### config.mk
export PLATFORM = sky130hd
export DESIGN_NAME = imlm_link_mem
export DESIGN_NICKNAME = d
export VERILOG_FILES = /design/src/hdl/imlm_pkg.sv /design/src/hdl/imlm_link_mem.sv
export SDC_FILE = /design/constraint.sdc
export NUM_CORES = 1
export LEC_CHECK = 0
export BUFFER_PORTS_ARGS = -buffer_cell sky130_fd_sc_hd__buf_2
export CORE_ASPECT_RATIO = 1.5
export CORE_MARGIN = 2
export CORE_UTILIZATION = 44
export DETAILED_ROUTE_END_ITERATION = 12
export GPL_ROUTABILITY_DRIVEN = 0
export GPL_TIMING_DRIVEN = 1
export HOLD_SLACK_MARGIN = 0.03
export PLACE_DENSITY = 0.69
export SYNTH_ARGS = -nofsm -noshare
export SYNTH_HDL_FRONTEND = slang
export SYNTH_SLANG_ARGS = --single-unit
### constraint.sdc
create_clock -name clk -period 2.8 [get_ports clk]
set_input_delay 0.14 -clock clk [delete_from_list [all_inputs] [get_ports clk]]
set_output_delay 0.14 -clock clk [all_outputs]
set_load 0.05 [all_outputs]
### src/hdl/imlm_pkg.sv
`default_nettype none
package imlm_pkg;

  localparam int FUNC_W = 2;
  localparam int SEL_W  = 2;
  localparam int IDX_W  = 6;
  localparam int LINK_W = 7;

  localparam logic [LINK_W-1:0] END_MARK = 7'h7F;

  typedef logic [FUNC_W-1:0] func_t;

  localparam func_t FUNC_ATTACH = 2'd0;
  localparam func_t FUNC_DETACH = 2'd1;
  localparam func_t FUNC_WALK   = 2'd2;

  typedef logic [LINK_W-1:0] link_t;

endpackage
`default_nettype wire

### src/hdl/imlm_link_mem.sv
`default_nettype none
module imlm_link_mem import imlm_pkg::*; #(
  parameter int DEPTH  = 192,
  parameter int ADDR_W = 8
) (
  input  wire logic              clk,
  input  wire logic              we,
  input  wire logic [ADDR_W-1:0] waddr,
  input  wire link_t             wdata,
  input  wire logic              re,
  input  wire logic [ADDR_W-1:0] raddr,
  output link_t                  rdata
);

  link_t mem [DEPTH];
  link_t rdata_r;

  always_ff @(posedge clk) begin
    if (we) begin
      mem[waddr] <= wdata;
    end
    if (re) begin
      rdata_r <= mem[raddr];
    end
  end

  assign rdata = rdata_r;

endmodule
`default_nettype wire

==> metrics.csv <==
metric,value,unit
synthTopCellsByArea,"edfxtp_1, mux4_2, nor2_1",
tightest_slew,960,ps
cts_tree,yes,
synth-edff-count,1351,
startpoint_type,register,
fin_cells,4391,
cp_max_fo,1,
root_buffer,clkbuf_16,
clk_pin_slew,70,ps
reg2reg_depth,5,
ys_seq_area_share,77.3,%
insertion_delay,740,ps
finalClockSkew,44.4,ps
io_buffers,32,
endpoint_kind,register,
fin_setup_tns,0,ps
status,finished clean,
dpl.hpwl,86.7,mm
dr_total_vias,26410,
hold_path.class,in2reg,
max-clock-path-buffers,3,
final_common_cell,edfxtp_1,
ys_seq_elements,1351,
grt_max_degree,97,
rr_startpoint,mem[171][3]$_DFFE_PP_,
drcViolationCount,0,
synthCells,2460,
die-area,122000,um2
place_worst_setup_slack,-65.9,ps
ir_worst_vdd,0.472,mV
critical_path_class,reg2reg,
synth_mux_area_share,15.8,%
synthFlopType,edfxtp_1,
rrSetupSlack,280,ps
grt-ovfl-total,0,
first_pass_iters,6,
post_drt_wl_per_cell,29.9,um
antenna_left,0,
leakage,18.8,nW
synth_top_area_share,77.3,%
rsz0062_at_grt,no,
routed_wl,131,mm
synth.largest_area_cell,edfxtp_1,
layout.nets,2754,
grt_pass1_vias,27275,
power,40.4,mW
drive_gt1_share,29.3,%
min_to,mem[186][5]$_DFFE_PP_,
max_slew_margin,35.8,%
multi_input_area,11300,um2
finalHoldViolations,0,
grt_pass1_wl,190,mm
setup_slack,281,ps
hold_depth,4,
fillers,9172,
arrival,2990,ps
yosysUniqueCellTypes,47,
synth_top_family_by_area,multiplexers,
numCtsBuffers,111,
cap_violations,0,
syn-cell-area,52500,um2
async_flop_share,0,%
drtIter0Drc,3230,
grtUsageTotal,21.7,%
synth-xor-area-share,0,%
area_growth_syn_to_layout,14.5,%
start_util,44.2,%
max_freq,0.397,GHz
clkSinkCount,1351,
p_per_area,672,nW/um2
synth_nets,2486,
yosys_warnings,0,
fp.dieW,286,um
finalCritPeriodShare,89.9,%
critPathRequiredTime,3270,ps
dp_cells,4177,
cts-htree-levels,3,
hold_start,waddr[5],
setup_violations,0,
synth_simple_gate_area_share,3.34,%
final_cell_mix,"edfxtp_1, mux4_2, nor2_1",
antenna_found_initial,15,
boundaryPins,33,
rr_endpoint,rdata[3]$_DFFE_PP_,
regArea,40600,um2
core.rowCount,155,
die_y,427,um
core,119000,um2
fin_crit,2520,ps
synthAdderAreaFrac,0,%
drv_slew,0,
synth_compound_area_share,2.31,%
drt-vias-per-instance,6.01,
avgSynthCellArea,21.3,um2
[through the flow]
stage	instance area, um2	utilization, %	hold WS [ps]
global placement	56400	47.5	542
detailed placement	56400	47.5	548
global route	60100	50.7	141
CTS	60100	50.7	87.1
floorplan	52500	-	239
finish	60100	50.7	137
[registers in the layout, summed over array words and instances, names as in the netlist]
signal,count
mem,1344
rdata,7
[report_power, final]
part	leakage (nW)	total (mW)	internal, mW	switching [mW]
Clock	1.78	15.8	8.74	7.08
Combinational	4.90	2.25	0.863	1.39
Sequential	12.1	22.3	22.3	0.0281
[synth_stat cells (3+ instances only)]
master and count:
nand4_1 8, clkbuf_1 68, nor2_1 218, a21o_1 3
nor3_1 5, mux4_2 345, a22o_1 11, nor2b_1 18
and2_1 13, nand2_1 96, a211oi_1 11, mux2i_1 21
mux2_2 27, a221o_1 3, a32oi_1 3, and3_1 8
edfxtp_1 1351, o311ai_0 6, inv_1 3, o221ai_1 3
buf_4 23, nand3_1 35, buf_6 5, a311o_1 3
o21ai_0 8, a221oi_1 7, buf_1 8, a31oi_1 15
buf_2 31, a21oi_1 9, o22ai_1 17, a22oi_1 57
[critical path: stages (launching register included)]
cell and delay (ps):
edfxtp_1 380, mux4_2 530, mux4_2 510, a2111oi_0 490
a31oi_1 200, o311a_1 170
[per-layer routing]
metal / GRT usage, % / vias to the layer above / share of wire (%)
met4: 11.5 / 14 / 5.6
met3: 3.76 / 308 / 8.1
li1: - / 10779 / -
met2: 37.6 / 1306 / 52
met1: 25.8 / 14003 / 34
met5: 0 / - / 0.061
[worst max-delay path by stage]
stage                               start            endpoint  depth (start not counted)
global placement                 raddr[0]  rdata[3]$_DFFE_PP_                          7
finish              mem[171][3]$_DFFE_PP_  rdata[3]$_DFFE_PP_                          5
CTS                 mem[171][3]$_DFFE_PP_  rdata[3]$_DFFE_PP_                          5
detailed placement               raddr[1]  rdata[4]$_DFFE_PP_                          9
global route        mem[171][3]$_DFFE_PP_  rdata[3]$_DFFE_PP_                          5
floorplan                        raddr[0]  rdata[4]$_DFFE_PP_                         10
[layout make-up]
class | count | share of cell area, %
sequential | 1351 | 67.5
timing repair buffer | 290 | 4.42
clock buffer | 133 | 4.86
inverter | 5 | 0.0312
multi-input combinational | 969 | 18.7
tap | 1570 | 3.27
antenna | 5 | 0.0208
clock inverter | 68 | 1.22
[logic make-up after synthesis]
group                  Yosys count
DFF                           1351
and+or+nand+nor                412
muxes                          393
AOI/OAI and AO/OA              164
buffers and inverters          140
[timing repair]
| action | 4_1_cts | 5_1_grt |
|---|---|---|
| hold buffers | 8 | 0 |
| resized for setup | 0 | 0 |
| hold endpoints to repair | 482 | 0 |
| setup buffers | 0 | 0 |
Note: power is estimated with default switching activity, not from simulation.
